**config.mk**
```make
export PLATFORM = sky130hd
export DESIGN_NAME = binary_wire_token_parser_unit
export DESIGN_NICKNAME = d
export VERILOG_FILES = /design/src/bwtp_pkg.sv /design/src/binary_wire_token_parser_unit.sv /design/src/bwtp_ctrl.sv /design/src/bwtp_datapath.sv
export SDC_FILE = /design/constraint.sdc
export NUM_CORES = 2
export LEC_CHECK = 0
export ABC_AREA = 1
export BUFFER_PORTS_ARGS = -buffer_cell sky130_fd_sc_hd__buf_2
export CAP_MARGIN = 20
export CELL_PAD_IN_SITES_DETAIL_PLACEMENT = 0
export CELL_PAD_IN_SITES_GLOBAL_PLACEMENT = 1
export CORE_UTILIZATION = 44
export CTS_CLUSTER_DIAMETER = 50
export DETAILED_ROUTE_END_ITERATION = 6
export GPL_TIMING_DRIVEN = 0
export PLACE_DENSITY = 0.76
export SYNTH_ARGS = -nofsm -noshare
export SYNTH_HDL_FRONTEND = slang
export SYNTH_SLANG_ARGS = --single-unit
```
**constraint.sdc**
```tcl
create_clock -name clk_i -period 7.4 [get_ports clk_i]
set_input_delay 1.48 -clock clk_i [delete_from_list [all_inputs] [get_ports clk_i]]
set_output_delay 1.48 -clock clk_i [all_outputs]
set_load 0.02 [all_outputs]
```
**src/bwtp_pkg.sv**
```systemverilog
`timescale 1ns / 1ps
// ----------------------------------------------------------------------------
// bwtp_pkg
// Shared types and codes of the binary wire token parser.
// ----------------------------------------------------------------------------
package bwtp_pkg;

  localparam int NestDepth = 10;
  localparam int PosWidth  = 32;
  localparam int KindW     = 5;
  localparam int DepthW    = 4;
  localparam int PopsW     = 4;
  localparam int ModeW     = 3;
  localparam int TargetW   = 5;
  localparam int ShiftW    = 7;

  // parse modes
  localparam logic [ModeW-1:0] ModeCtrl  = 3'd0;
  localparam logic [ModeW-1:0] ModeLen   = 3'd1;
  localparam logic [ModeW-1:0] ModeName  = 3'd2;
  localparam logic [ModeW-1:0] ModeLe    = 3'd3;
  localparam logic [ModeW-1:0] ModeSkip  = 3'd4;
  localparam logic [ModeW-1:0] ModeElem  = 3'd5;
  localparam logic [ModeW-1:0] ModeAbort = 3'd6;

  // result kinds
  localparam logic [KindW-1:0] KUint8      = 5'd0;
  localparam logic [KindW-1:0] KUint16     = 5'd1;
  localparam logic [KindW-1:0] KUint32     = 5'd2;
  localparam logic [KindW-1:0] KUint64     = 5'd3;
  localparam logic [KindW-1:0] KEventStart = 5'd4;
  localparam logic [KindW-1:0] KTypeStart  = 5'd6;
  localparam logic [KindW-1:0] KFieldStart = 5'd8;
  localparam logic [KindW-1:0] KTextStart  = 5'd10;
  localparam logic [KindW-1:0] KArrayHead  = 5'd12;
  localparam logic [KindW-1:0] KElement    = 5'd13;
  localparam logic [KindW-1:0] KNest       = 5'd14;
  localparam logic [KindW-1:0] KSkip       = 5'd15;
  localparam logic [KindW-1:0] KBadCtrl    = 5'd16;
  localparam logic [KindW-1:0] KOverflow   = 5'd17;

  // collect targets beyond the plain ints
  localparam logic [TargetW-1:0] TPad32 = 5'd20;
  localparam logic [TargetW-1:0] TFloat = 5'd21;
  localparam logic [TargetW-1:0] TNest  = 5'd22;
  localparam logic [TargetW-1:0] TACap  = 5'd23;
  localparam logic [TargetW-1:0] TAUsed = 5'd24;

  // control bytes
  localparam logic [7:0] CtlEvent  = 8'hB9;
  localparam logic [7:0] CtlType   = 8'hB6;
  localparam logic [7:0] CtlText   = 8'hB8;
  localparam logic [7:0] CtlPad    = 8'h8F;
  localparam logic [7:0] CtlPad32  = 8'h8E;
  localparam logic [7:0] CtlFloat  = 8'h90;
  localparam logic [7:0] CtlNest   = 8'h82;
  localparam logic [7:0] CtlArray  = 8'h8D;
  localparam logic [7:0] CtlInt16  = 8'hA5;
  localparam logic [7:0] CtlInt32  = 8'hA6;
  localparam logic [7:0] CtlInt64  = 8'hA7;
  localparam logic [7:0] CtlField  = 8'hC0;
  localparam logic [7:0] CtlShortT = 8'hE0;

  typedef struct packed {
    logic step;
    logic rd;
    logic pop;
    logic load;
    logic clear;
  } bwtp_cmd_t;

  typedef struct packed {
    logic step_chk;
    logic pop_hit;
    logic emit;
    logic last;
    logic out_busy;
  } bwtp_status_t;

  function automatic logic [31:0] sat32(input logic [63:0] v);
    return (|v[63:32]) ? 32'hFFFF_FFFF : v[31:0];
  endfunction

endpackage

```
**src/binary_wire_token_parser_unit.sv**
```systemverilog
`timescale 1ns / 1ps
// ----------------------------------------------------------------------------
// binary_wire_token_parser_unit
// Byte-at-a-time parser for a tagged binary wire buffer.
// ----------------------------------------------------------------------------
// Takes one byte per input word and gives at most one result word per byte.
// A byte that ends no token, or that raises an error, goes straight to
// the finish state; for one that ends a token the sequencer first reads
// and compares the top of the end-position memory, and every nesting level
// it closes adds another read and compare. The next byte is taken while the
// previous result still waits at the output, but a byte with a result of
// its own then holds in its last cycle until that word has left.
// Bytes after an unknown control byte or a nesting overflow give no results
// until the word marked tlast, which returns the parser to its reset state.
module binary_wire_token_parser_unit #(
  parameter int NEST_DEPTH = bwtp_pkg::NestDepth,
  parameter int POS_WIDTH  = bwtp_pkg::PosWidth
) (
  input  logic         clk_i,
  input  logic         rst_ni,
  input  logic         s_axis_tvalid_i,
  output logic         s_axis_tready_o,
  input  logic [7:0]   s_axis_tdata_i,   // byte_in
  input  logic         s_axis_tlast_i,   // last_in_buffer
  output logic         m_axis_tvalid_o,
  input  logic         m_axis_tready_i,
  output logic [135:0] m_axis_tdata_o,   // value[63:0], aux_value, depth[3:0], pops[3:0]
  output logic [4:0]   m_axis_tuser_o,   // kind
  output logic         m_axis_tlast_o    // token_end
);

  bwtp_pkg::bwtp_cmd_t    cmd;
  bwtp_pkg::bwtp_status_t st;
  logic [63:0]            value, aux;
  logic [3:0]             depth, pops;

  bwtp_ctrl u_ctrl (
    .clk_i      (clk_i),
    .rst_ni     (rst_ni),
    .in_valid_i (s_axis_tvalid_i),
    .in_ready_o (s_axis_tready_o),
    .st_i       (st),
    .cmd_o      (cmd)
  );

  bwtp_datapath #(
    .NEST_DEPTH (NEST_DEPTH),
    .POS_WIDTH  (POS_WIDTH)
  ) u_dp (
    .clk_i       (clk_i),
    .rst_ni      (rst_ni),
    .byte_i      (s_axis_tdata_i),
    .last_i      (s_axis_tlast_i),
    .cmd_i       (cmd),
    .st_o        (st),
    .out_valid_o (m_axis_tvalid_o),
    .out_ready_i (m_axis_tready_i),
    .kind_o      (m_axis_tuser_o),
    .value_o     (value),
    .aux_o       (aux),
    .depth_o     (depth),
    .pops_o      (pops),
    .end_o       (m_axis_tlast_o)
  );

  assign m_axis_tdata_o = {pops, depth, aux, value};

endmodule

```
**src/bwtp_ctrl.sv**
```systemverilog
`timescale 1ns / 1ps
// ----------------------------------------------------------------------------
// bwtp_ctrl
// Sequencer: takes a byte, walks closed nesting levels, hands off the result.
// ----------------------------------------------------------------------------
module bwtp_ctrl (
  input  logic                  clk_i,
  input  logic                  rst_ni,
  input  logic                  in_valid_i,
  output logic                  in_ready_o,
  input  bwtp_pkg::bwtp_status_t st_i,
  output bwtp_pkg::bwtp_cmd_t    cmd_o
);

  localparam logic [1:0] SIdle   = 2'd0;
  localparam logic [1:0] SPopRd  = 2'd1;
  localparam logic [1:0] SPopCmp = 2'd2;
  localparam logic [1:0] SFinish = 2'd3;

  logic [1:0] state_q, state_d;

  assign in_ready_o = (state_q == SIdle);

  always_comb begin
    state_d = state_q;
    cmd_o   = '0;
    case (state_q)
      SIdle: begin
        if (in_valid_i) begin
          cmd_o.step = 1'b1;
          state_d    = st_i.step_chk ? SPopRd : SFinish;
        end
      end
      SPopRd: begin
        cmd_o.rd = 1'b1;
        state_d  = SPopCmp;
      end
      SPopCmp: begin
        if (st_i.pop_hit) begin
          cmd_o.pop = 1'b1;
          state_d   = SPopRd;
        end else begin
          state_d = SFinish;
        end
      end
      SFinish: begin
        // wait only if a result must go out and the output word is still held
        if (!(st_i.emit && st_i.out_busy)) begin
          cmd_o.load  = st_i.emit;
          cmd_o.clear = st_i.last;
          state_d     = SIdle;
        end
      end
      default: state_d = SIdle;
    endcase
  end

  always_ff @(posedge clk_i or negedge rst_ni) begin
    if (!rst_ni) begin
      state_q <= SIdle;
    end else begin
      state_q <= state_d;
    end
  end

endmodule

```
**src/bwtp_datapath.sv**
```systemverilog
`timescale 1ns / 1ps
// ----------------------------------------------------------------------------
// bwtp_datapath
// Token decode, value assembly, nesting end-position memory and output word.
// ----------------------------------------------------------------------------
module bwtp_datapath #(
  parameter int NEST_DEPTH = bwtp_pkg::NestDepth,
  parameter int POS_WIDTH  = bwtp_pkg::PosWidth
) (
  input  logic                        clk_i,
  input  logic                        rst_ni,
  input  logic [7:0]                  byte_i,
  input  logic                        last_i,
  input  bwtp_pkg::bwtp_cmd_t          cmd_i,
  output bwtp_pkg::bwtp_status_t       st_o,
  output logic                        out_valid_o,
  input  logic                        out_ready_i,
  output logic [bwtp_pkg::KindW-1:0]  kind_o,
  output logic [63:0]                 value_o,
  output logic [63:0]                 aux_o,
  output logic [bwtp_pkg::DepthW-1:0] depth_o,
  output logic [bwtp_pkg::PopsW-1:0]  pops_o,
  output logic                        end_o
);

  localparam int LW     = (NEST_DEPTH > 1) ? $clog2(NEST_DEPTH) : 1;
  localparam int EntryW = ((POS_WIDTH > 32) ? POS_WIDTH : 32) + 1;
  localparam logic [LW-1:0] LevelTop = LW'(NEST_DEPTH - 1);

  // parse state
  logic [POS_WIDTH-1:0]         pos_q, pos_d;
  logic [LW-1:0]                level_q, level_d;
  logic [bwtp_pkg::ModeW-1:0]   mode_q, mode_d;
  logic [31:0]                  left_q, left_d;
  logic [63:0]                  acc_q, acc_d;
  logic [63:0]                  cap_q, cap_d;
  logic [31:0]                  elem_q, elem_d;
  logic [bwtp_pkg::ShiftW-1:0]  shift_q, shift_d;
  logic [bwtp_pkg::TargetW-1:0] subt_q, subt_d;

  // held result of the current byte
  logic                         emit_q, last_q, end_q;
  logic [bwtp_pkg::KindW-1:0]   kind_q;
  logic [63:0]                  val_q, aux_q;
  logic [LW-1:0]                pops_q;

  // nesting end positions
  logic [EntryW-1:0]            nest_mem [NEST_DEPTH];
  logic [EntryW-1:0]            rd_q;

  // output word
  logic                         out_valid_q;
  logic [bwtp_pkg::KindW-1:0]   okind_q;
  logic [63:0]                  oval_q, oaux_q;
  logic [bwtp_pkg::DepthW-1:0]  odepth_q;
  logic [bwtp_pkg::PopsW-1:0]   opops_q;
  logic                         oend_q;

  // step logic
  logic                         s_emit, s_end, push;
  logic [bwtp_pkg::KindW-1:0]   s_kind;
  logic [63:0]                  s_val, s_aux, acc_n;
  logic [POS_WIDTH-1:0]         pos_after;
  logic [EntryW-1:0]            push_end;
  logic [31:0]                  left_n, elem_n;
  logic                         col, col_elem, nm, fl;
  logic [31:0]                  col_n;
  logic [bwtp_pkg::TargetW-1:0] col_t;
  logic [bwtp_pkg::KindW-1:0]   nm_k, fl_k;
  logic [63:0]                  nm_len, fl_v;

  always_comb begin
    pos_d    = pos_q;
    level_d  = level_q;
    mode_d   = mode_q;
    left_d   = left_q;
    acc_d    = acc_q;
    cap_d    = cap_q;
    elem_d   = elem_q;
    shift_d  = shift_q;
    subt_d   = subt_q;
    s_emit   = 1'b0;
    s_end    = 1'b0;
    s_kind   = '0;
    s_val    = '0;
    s_aux    = '0;
    push     = 1'b0;
    acc_n    = acc_q;
    left_n   = left_q - 32'd1;
    elem_n   = elem_q - 32'd1;
    col      = 1'b0;
    col_elem = 1'b0;
    col_n    = '0;
    col_t    = '0;
    nm       = 1'b0;
    nm_k     = '0;
    nm_len   = '0;
    fl       = 1'b0;
    fl_k     = '0;
    fl_v     = '0;
    pos_after = (&pos_q) ? pos_q : pos_q + POS_WIDTH'(1);
    pos_d    = pos_after;
    push_end = EntryW'(pos_after) + EntryW'(acc_n[31:0]);

    case (mode_q)
      bwtp_pkg::ModeCtrl: begin
        if (!byte_i[7]) begin
          s_emit = 1'b1;
          s_kind = bwtp_pkg::KUint8;
          s_val  = 64'(byte_i);
          s_end  = 1'b1;
        end else if (byte_i >= bwtp_pkg::CtlShortT) begin
          nm     = 1'b1;
          nm_k   = bwtp_pkg::KTextStart;
          nm_len = 64'(byte_i[4:0]);
        end else if (byte_i >= bwtp_pkg::CtlField) begin
          nm     = 1'b1;
          nm_k   = bwtp_pkg::KFieldStart;
          nm_len = 64'(byte_i[4:0]);
        end else begin
          case (byte_i)
            bwtp_pkg::CtlEvent, bwtp_pkg::CtlType, bwtp_pkg::CtlText: begin
              mode_d  = bwtp_pkg::ModeLen;
              subt_d  = (byte_i == bwtp_pkg::CtlEvent) ? bwtp_pkg::KEventStart :
                        (byte_i == bwtp_pkg::CtlType)  ? bwtp_pkg::KTypeStart :
                                                          bwtp_pkg::KTextStart;
              acc_d   = '0;
              shift_d = '0;
            end
            bwtp_pkg::CtlPad: begin
              s_emit = 1'b1;
              s_kind = bwtp_pkg::KSkip;
              s_end  = 1'b1;
            end
            bwtp_pkg::CtlPad32: begin col = 1'b1; col_n = 32'd4; col_t = bwtp_pkg::TPad32; end
            bwtp_pkg::CtlFloat: begin col = 1'b1; col_n = 32'd4; col_t = bwtp_pkg::TFloat; end
            bwtp_pkg::CtlNest:  begin col = 1'b1; col_n = 32'd4; col_t = bwtp_pkg::TNest; end
            bwtp_pkg::CtlArray: begin col = 1'b1; col_n = 32'd8; col_t = bwtp_pkg::TACap; end
            bwtp_pkg::CtlInt16: begin col = 1'b1; col_n = 32'd2; col_t = bwtp_pkg::KUint16; end
            bwtp_pkg::CtlInt32: begin col = 1'b1; col_n = 32'd4; col_t = bwtp_pkg::KUint32; end
            bwtp_pkg::CtlInt64: begin col = 1'b1; col_n = 32'd8; col_t = bwtp_pkg::KUint64; end
            default: begin
              fl   = 1'b1;
              fl_k = bwtp_pkg::KBadCtrl;
              fl_v = 64'(byte_i);
            end
          endcase
        end
      end
      bwtp_pkg::ModeLen: begin
        // stop-bit length, seven bits a byte, low group first
        if (shift_q < 7'd64) acc_n = acc_q | (64'(byte_i[6:0]) << shift_q);
        acc_d = acc_n;
        if (shift_q < 7'd70) shift_d = shift_q + 7'd7;
        if (!byte_i[7]) begin
          nm     = 1'b1;
          nm_k   = subt_q;
          nm_len = acc_n;
        end
      end
      bwtp_pkg::ModeName: begin
        left_d = left_n;
        s_emit = 1'b1;
        s_kind = subt_q + bwtp_pkg::KindW'(1);
        s_val  = 64'(byte_i);
        s_end  = (left_n == 32'd0);
        if (left_n == 32'd0) mode_d = bwtp_pkg::ModeCtrl;
      end
      bwtp_pkg::ModeLe, bwtp_pkg::ModeElem: begin
        if (shift_q < 7'd64) acc_n = acc_q | (64'(byte_i) << shift_q);
        acc_d   = acc_n;
        shift_d = shift_q + 7'd8;
        left_d  = left_n;
        push_end = EntryW'(pos_after) + EntryW'(acc_n[31:0]);
        if (left_n == 32'd0) begin
          if (mode_q == bwtp_pkg::ModeLe) begin
            mode_d = bwtp_pkg::ModeCtrl;
            case (subt_q)
              bwtp_pkg::KUint16, bwtp_pkg::KUint32, bwtp_pkg::KUint64: begin
                s_emit = 1'b1;
                s_kind = subt_q;
                s_val  = acc_n;
                s_end  = 1'b1;
              end
              bwtp_pkg::TPad32: begin
                if (acc_n == 64'd0) begin
                  s_emit = 1'b1;
                  s_kind = bwtp_pkg::KSkip;
                  s_end  = 1'b1;
                end else begin
                  mode_d = bwtp_pkg::ModeSkip;
                  left_d = bwtp_pkg::sat32(acc_n);
                end
              end
              bwtp_pkg::TFloat: begin
                s_emit = 1'b1;
                s_kind = bwtp_pkg::KSkip;
                s_end  = 1'b1;
              end
              bwtp_pkg::TNest: begin
                if (level_q >= LevelTop) begin
                  fl   = 1'b1;
                  fl_k = bwtp_pkg::KOverflow;
                  fl_v = acc_n;
                end else begin
                  push    = 1'b1;
                  level_d = level_q + LW'(1);
                  s_emit  = 1'b1;
                  s_kind  = bwtp_pkg::KNest;
                  s_val   = acc_n;
                  s_end   = 1'b1;
                end
              end
              bwtp_pkg::TACap: begin
                cap_d = acc_n;
                col   = 1'b1;
                col_n = 32'd8;
                col_t = bwtp_pkg::TAUsed;
              end
              default: begin
                // used count: header carries capacity alongside
                elem_d = bwtp_pkg::sat32(cap_q);
                s_emit = 1'b1;
                s_kind = bwtp_pkg::KArrayHead;
                s_val  = acc_n;
                s_aux  = cap_q;
                s_end  = (bwtp_pkg::sat32(cap_q) == 32'd0);
                if (bwtp_pkg::sat32(cap_q) != 32'd0) begin
                  col      = 1'b1;
                  col_elem = 1'b1;
                  col_n    = 32'd8;
                  col_t    = '0;
                end
              end
            endcase
          end else begin
            elem_d = elem_n;
            s_emit = 1'b1;
            s_kind = bwtp_pkg::KElement;
            s_val  = acc_n;
            s_end  = (elem_n == 32'd0);
            mode_d = bwtp_pkg::ModeCtrl;
            if (elem_n != 32'd0) begin
              col      = 1'b1;
              col_elem = 1'b1;
              col_n    = 32'd8;
              col_t    = '0;
            end
          end
        end
      end
      bwtp_pkg::ModeSkip: begin
        left_d = left_n;
        if (left_n == 32'd0) begin
          s_emit = 1'b1;
          s_kind = bwtp_pkg::KSkip;
          s_end  = 1'b1;
          mode_d = bwtp_pkg::ModeCtrl;
        end
      end
      default: ;
    endcase

    if (col) begin
      mode_d  = col_elem ? bwtp_pkg::ModeElem : bwtp_pkg::ModeLe;
      left_d  = col_n;
      subt_d  = col_t;
      acc_d   = '0;
      shift_d = '0;
    end
    if (nm) begin
      s_emit = 1'b1;
      s_kind = nm_k;
      s_val  = nm_len;
      s_end  = (nm_len == 64'd0);
      if (nm_len != 64'd0) begin
        mode_d = bwtp_pkg::ModeName;
        subt_d = nm_k;
        left_d = bwtp_pkg::sat32(nm_len);
      end else begin
        mode_d = bwtp_pkg::ModeCtrl;
      end
    end
    if (fl) begin
      s_emit = 1'b1;
      s_kind = fl_k;
      s_val  = fl_v;
      s_end  = 1'b1;
      mode_d = bwtp_pkg::ModeAbort;
    end
  end

  always_ff @(posedge clk_i or negedge rst_ni) begin
    if (!rst_ni) begin
      pos_q   <= '0;
      level_q <= '0;
      mode_q  <= bwtp_pkg::ModeCtrl;
      left_q  <= '0;
      acc_q   <= '0;
      cap_q   <= '0;
      elem_q  <= '0;
      shift_q <= '0;
      subt_q  <= '0;
      emit_q  <= 1'b0;
      last_q  <= 1'b0;
      pops_q  <= '0;
    end else if (cmd_i.step) begin
      pos_q   <= pos_d;
      level_q <= level_d;
      mode_q  <= mode_d;
      left_q  <= left_d;
      acc_q   <= acc_d;
      cap_q   <= cap_d;
      elem_q  <= elem_d;
      shift_q <= shift_d;
      subt_q  <= subt_d;
      emit_q  <= s_emit;
      last_q  <= last_i;
      pops_q  <= '0;
    end else if (cmd_i.pop) begin
      level_q <= level_q - LW'(1);
      pops_q  <= pops_q + LW'(1);
    end else if (cmd_i.clear) begin
      // buffer ended: back to the reset state
      pos_q   <= '0;
      level_q <= '0;
      mode_q  <= bwtp_pkg::ModeCtrl;
      left_q  <= '0;
      acc_q   <= '0;
      cap_q   <= '0;
      elem_q  <= '0;
      shift_q <= '0;
      subt_q  <= '0;
    end
  end

  always_ff @(posedge clk_i) begin
    if (cmd_i.step) begin
      kind_q <= s_kind;
      val_q  <= s_val;
      aux_q  <= s_aux;
      end_q  <= s_end;
    end
  end

  always_ff @(posedge clk_i) begin
    if (cmd_i.step && push) nest_mem[level_d] <= push_end;
    if (cmd_i.rd) rd_q <= nest_mem[level_q];
  end

  always_ff @(posedge clk_i or negedge rst_ni) begin
    if (!rst_ni) begin
      out_valid_q <= 1'b0;
    end else if (cmd_i.load) begin
      out_valid_q <= 1'b1;
    end else if (out_ready_i) begin
      out_valid_q <= 1'b0;
    end
  end

  always_ff @(posedge clk_i) begin
    if (cmd_i.load) begin
      okind_q  <= kind_q;
      oval_q   <= val_q;
      oaux_q   <= aux_q;
      odepth_q <= bwtp_pkg::DepthW'(level_q);
      opops_q  <= bwtp_pkg::PopsW'(pops_q);
      oend_q   <= end_q;
    end
  end

  assign st_o.step_chk = s_emit && s_end && (s_kind < bwtp_pkg::KBadCtrl);
  assign st_o.pop_hit  = (level_q != '0) && (EntryW'(pos_q) >= rd_q);
  assign st_o.emit     = emit_q;
  assign st_o.last     = last_q;
  assign st_o.out_busy = out_valid_q && !out_ready_i;

  assign out_valid_o = out_valid_q;
  assign kind_o      = okind_q;
  assign value_o     = oval_q;
  assign aux_o       = oaux_q;
  assign depth_o     = odepth_q;
  assign pops_o      = opops_q;
  assign end_o       = oend_q;

endmodule

```
Word level (Yosys, flattened, before mapping)
Memories as Yosys holds them, arrays and structs flattened. A register that Yosys moved wholly into a read port is not among the register bits.
Cells that the tools add are included.
{"block": "classes", "add_sub_neg": 11, "n_mul": 0, "div_mod_pow": 0, "magnitude_cmp": 7, "eq_ne": 47, "shift": 2, "n_mux": 224, "n_bitwise": 5, "reduce_logical": 46}
{"cell": "$mux 64", "n": 31}
{"cell": "$mux 32", "n": 25}
{"cell": "$pmux 64 s2", "n": 3}
{"cell": "$pmux 64 s3", "n": 2}
{"cell": "$pmux 32 s2", "n": 3}
{"cell": "$mux 5", "n": 37}
{"cell": "$logic_not 64->1", "n": 2}
{"cell": "$or 64x64->64", "n": 2}
{"cell": "$logic_not 32->1", "n": 3}
{"cell": "$reduce_or 32->1", "n": 3}
{"cell": "$eq 8x8->1 const B", "n": 11}
{"cell": "$mux 4", "n": 18}
{"cell": "$mux 7", "n": 10}
{"cell": "$add 32x32->33", "n": 2}
{"cell": "$reduce_bool 32->1", "n": 2}
{"cell": "$reduce_bool 64->1", "n": 1}
{"cell": "$shl 7x7->64", "n": 1}
{"cell": "$shl 8x7->64", "n": 1}
{"cell": "$sub 32x1->32 const B", "n": 2}
{"cell": "$mux 1", "n": 52}
{"cell": "$mux 3", "n": 16}
{"cell": "$ne 6x6->1 const B", "n": 6}
{"cell": "$pmux 5 s7", "n": 1}
{"cell": "$ge 32x33->1", "n": 1}
{"cell": "59 further kinds", "n": 107}
{"block": "word_totals", "regBits": 528, "latch_bits": 0, "ramBits": 330, "mem_bits_ro": 0, "word_cells": 367, "mem_count": 1}
{"name": "u_dp.nest_mem", "depth": 10, "width": 33, "read_ports": 1, "rd_clocked_by_memory_dff": 1, "write_ports": 1, "line_no": "bwtp_datapath.sv:48", "text": "logic [EntryW-1:0] nest_mem [NEST_DEPTH];"}

Logic depth before layout (Yosys ltp)
{"block": "depth", "word_depth": 17, "ltp_mapped": 30, "ltp_nobuf": 30}

By module
Synthesis repeated with hierarchy kept, for this count alone.
{"block": "hier_totals", "cells_unflattened": 4977, "area_unflattened_um2": 45278.4}
{"mod": "bwtp_datapath", "n_inst": 1, "cells_each": 4953, "area_per_inst_um2": 45135.8}
{"mod": "bwtp_ctrl", "n_inst": 1, "cells_each": 24, "area_per_inst_um2": 142.6}

Least setup slack after synthesis
OpenSTA, ideal clock, no wires.
{"block": "synth_timing", "path_type": "input to register", "startpoint": "input m_axis_tready_i", "endpoint": "register u_dp.oaux_q[0] (netlist: u_dp.aux_o[0]) (enable)", "arrival_time_ps": 7423, "required_ps": 6753, "path_slack_ps": -670, "cell_stages": 2, "path_buffers": 0, "path_cell_list": "nor2_1 -> nor2_1"}
{"element": "from (decl)", "line_no": "binary_wire_token_parser_unit.sv:26", "text": "input logic m_axis_tready_i,"}
{"element": "to (signal assigned)", "line_no": "bwtp_datapath.sv:365", "text": "oaux_q <= aux_q;"}
{"element": "to (decl)", "line_no": "bwtp_datapath.sv:54", "text": "logic [63:0] oval_q, oaux_q;"}

Final worst setup path
{"block": "layout_timing", "startpoint": "register u_dp.pos_q[1]", "endpoint": "memory u_dp.nest_mem[7][28] in the netlist's numbering (data pin)"}
{"block": "layout_via", "elab_chain_len": 4}
{"element": "from (decl)", "line_no": "bwtp_datapath.sv:31", "text": "logic [POS_WIDTH-1:0] pos_q, pos_d;"}
{"element": "from (signal assigned)", "line_no": "bwtp_datapath.sv:308", "text": "pos_q <= pos_d;"}
{"element": "$add 32x1->32 / $reduce_and 32->1 (equally long branches)", "line_no": "bwtp_datapath.sv:101", "text": "pos_after = (&pos_q) ? pos_q : pos_q + POS_WIDTH'(1);"}
{"element": "$mux 32 (*)", "line_no": "bwtp_datapath.sv:101"}
{"element": "$add 32x32->33, on equally long branches", "line_no": "bwtp_datapath.sv:103, bwtp_datapath.sv:174"}
{"element": "$mux 33 (*)", "line_no": "bwtp_datapath.sv:105", "text": "case (mode_q)"}
{"element": "named net u_dp.push_end[28]", "line_no": "bwtp_datapath.sv:64", "text": "logic [EntryW-1:0] push_end;"}
{"element": "to (decl)", "line_no": "bwtp_datapath.sv:48"}
The timed path passes the listed nets; every way through them passes the cells marked *.

==> results.md <==
* Final slew viol count at 0
* WL final at 171 mm
* Largest net degree at the start of global routing at 117
* Routed len/inst at 25.0 um
* Die footprint at 105000 um^2
* Actual slew at the worst max-slew pin at 1.29 ns
* Via density at 5.75
* Synthesized area per cell at 9.01 um^2
* Hold_sp: u_dp.val_q[39]$_DFFE_PP_
* HP Class: reg2reg
* Clk slew on worst S/H paths at 0.06 ns
* Internal at 0.0133 W
* Register area share after synthesis at 0.558
* Worst slew margin at 0.143
* Outcome: completed
* First-pass GRT wire length at 247 mm
* Crit Path Class: reg2reg
* Kind of start point of the critical path: flop
* Crit Path Max Fanout at 10
* DRC errors left at 0
* Skew final at 0.0373 ns
* Root Buffer: clkbuf_16
* GRT Util Overall at 0.324
* Worst setup margin at 0.634 ns
* Syn-to-layout area delta at 15.3%
* Register share of total power at 0.307
* Core area at 102000 um^2
* Cells after DPL at 6615
* Postcts setup bufs at 0
* Register bit total from synthesis at 891
* Yosys warnings at 0
* Post-synth ARST share at 0.283
* CTS tree: yes
* Initial core utilization at 0.446
* Power per standard cell area at 469 nW/um^2
* Synth area leaders: edfxtp_1 42%, dfrtp_1 14%, nand2_1 10%
* Die X at 324 um
* Post-route ant nets at 0
* Final Non-Filler Cells at 6836
* Number of CTS-inserted buffers at 115
* # rows at 117
* R2R Path Start: u_dp.pos_q[1]$_DFFE_PN0P_
* Clock Sinks at 891
* Final setup fails at 0
* Post-Synthesis Cell Area at 45700 um^2
* Io pins at 157
* Layout cells sized above 1 at 0.101
* Clk Latency, worst-skew pair at 0.73 ns
* Layout Nets at 5460
* CP startpoint: u_dp.pos_q[1]$_DFFE_PN0P_
* Max VDD drop at 0.000330 V
* Critical Path RT at 7.83 ns
* Logic pwr share at 0.466
* Max Clk Rate at 0.148 GHz
* RSZ-0062 raised after global routing: false
* Initial antenna violation count at 9
* Mapped Cells at 5071
* Iter 0 DRT Violations at 4841
* Tot Pwr at 0.0247 W
* Finished Core Util at 0.514
* Drt pass-1 iters at 6
* Routed via count at 39284
* EDFF count, synth at 639
* Arrival @ worst endpoint at 7.19 ns
* Sw frac at 0.460
* Post-CTS Hold Fix Bufs at 0
* Count of input and output buffers at 153
* Kind of end point of the critical path: flop
* Tmin final at 6.77 ns
* Dpl hpwl at 131 mm
* Largest area contributor in the netlist: edfxtp_1
* Syn nets at 5166
* H-tree depth at 3
* Vias in the first global route at 36471
* Fin crit share at 0.914
* Area share of the largest cell type after synthesis at 0.420
* Clock Power Share at 0.227
* Switching pwr at 0.0114 W
* Synth top cells by count: 1240 x nand2_1, 639 x edfxtp_1, 495 x nor2_1
* Die height at 324 um
* Synth unique cells at 61
* # fillers at 9550
* Commonest register cell after synthesis: edfxtp_1
* Longest Clk Path Bufs at 3
* Max-Cap Viols at 0
* Leakage at 22.0 nW
* Placer's final routability congestion estimate at 1.09
* Final hold vios at 0
* Most numerous cell in the Yosys netlist: nand2_1
* Grt ovf at 0
* Post-placement setup slack at -0.277 ns
power groups by stage:
stage          combinational [W]  sequential [W]  clock, W
2_1_floorplan            0.00680         0.00786         0
3_3_place_gp              0.0110         0.00776         0
3_5_place_dp              0.0112         0.00767         0
6_report                  0.0115         0.00758   0.00561
4_1_cts                   0.0112         0.00758   0.00568
5_1_grt                   0.0125         0.00768   0.00589
per-stage QoR:
stage                     setup TNS [ns]  hold slack [ns]  cell area [um^2]
after floorplan                        0            0.400             45700
after global placement           -500.09            0.401             48200
after detailed placement           -9.86            0.405             48700
after CTS                              0            0.395             52600
after global routing                   0            0.404             52600
final                                  0            0.406             52600
repair_timing:
action	in CTS	in global routing
endpoints found under the setup margin	28	100
gates resized for setup	1	5
pin swaps	0	1
cell usage in the layout (no fill, tap or decap), types with 33 or more instances in the layout:
master     netlist  routed
a21oi_1        264     263
a31o_2          33      33
buf_2           41     193
clkbuf_1       165     173
clkbuf_16        0     116
dfrtp_1        252     252
edfxtp_1       639     639
ha_1            81      81
inv_1          482     482
nand2_1       1240    1240
nand3_1        388     388
nand4_1         84      84
nor2_1         495     483
nor3_1          43      43
o211ai_1        34      34
o21ai_0        377     376
o21bai_1        33      33
xor2_1          93      93
final cells by class:
class	count	area (um^2)	area share
Antenna cell	4	10.0	0.000190
Sequential cell	891	25500	0.484
Inverter	497	1870	0.0354
Clock buffer	129	2970	0.0564
Multi-Input combinational cell	3442	17400	0.331
Clock inverter	87	925	0.0176
Tap cell	1368	1710	0.0325
Buffer	241	1010	0.0193
Timing Repair Buffer	177	1240	0.0235
logic make-up (layout without fill, tap and decap cells):
kind of cell / after synthesis / after routing / share of synthesized area
adders and majority gates: 82 / 82 / 0.0226
xor gates and xnor gates: 110 / 110 / 0.0218
AOI/OAI and AO/OA: 929 / 929 / 0.122
other: 0 / 4 / 0
DFF: 891 / 891 / 0.558
and+or+nand+nor: 2321 / 2321 / 0.213
buffers and inverters: 738 / 1131 / 0.0629
sequential cells by signal, summed over array words and instances (netlist names), 3 cells and up:
register / flops
u_dp.value_o: 64
u_dp.depth_o: 4
u_dp.mode_q: 3
u_dp.pops_q: 4
u_dp.kind_o: 5
u_dp.pos_q: 32
u_dp.left_q: 32
u_dp.subt_q: 5
u_dp.aux_o: 64
u_dp.cap_q: 64
u_dp.rd_q: 33
u_dp.shift_q: 7
u_dp.aux_q: 64
u_dp.acc_q: 64
u_dp.pops_o: 4
u_dp.level_q: 4
u_dp.elem_q: 32
u_dp.kind_q: 5
u_dp.nest_mem: 330
u_dp.val_q: 64
metal layers:
metal  track usage  wire [um]
met5       0.00463        128
met4         0.109       5980
met3        0.0888      18100
met2         0.458      70500
met1         0.476      76300
worst paths after layout:
| check | slack (ns) | endpoint | cells past startpoint |
|---|---|---|---|
| min in group asynchronous | 0.65 | u_ctrl.state_q[1]$_DFFE_PN0P_ | 1 |
| max in group asynchronous | 5.79 | u_dp.acc_q[44]$_DFFE_PN0P_ | 2 |
| worst max-delay path | 0.63 | u_dp.nest_mem[7][28]$_DFFE_PP_ | 24 |
| worst min-delay path | 0.41 | u_dp.value_o[39]$_DFFE_PP_ | 0 |
| worst min register to register | 0.41 | u_dp.value_o[39]$_DFFE_PP_ | 0 |
| worst max register to register | 0.63 | u_dp.nest_mem[7][28]$_DFFE_PP_ | 24 |
critical path, cell delays in order (launching register included):
cell	delay [ns]
dfrtp_1	0.45
ha_1	0.22
nand4_1	0.19
inv_1	0.14
nand3_1	0.20
nor4_2	0.55
nand4_1	0.69
inv_1	0.36
nor3_1	0.08
a21oi_1	0.20
ha_1	0.32
a21oi_1	0.14
o21ai_0	0.14
a21oi_1	0.21
o21bai_1	0.12
a21boi_0	0.46
o21bai_1	0.22
a21boi_0	0.42
o21ai_0	0.22
nand2_1	0.10
nand2_1	0.10
a21o_1	0.20
nand2_1	0.06
nand2_1	0.09
xor2_1	0.59
(Power assumes the default switching activity.)
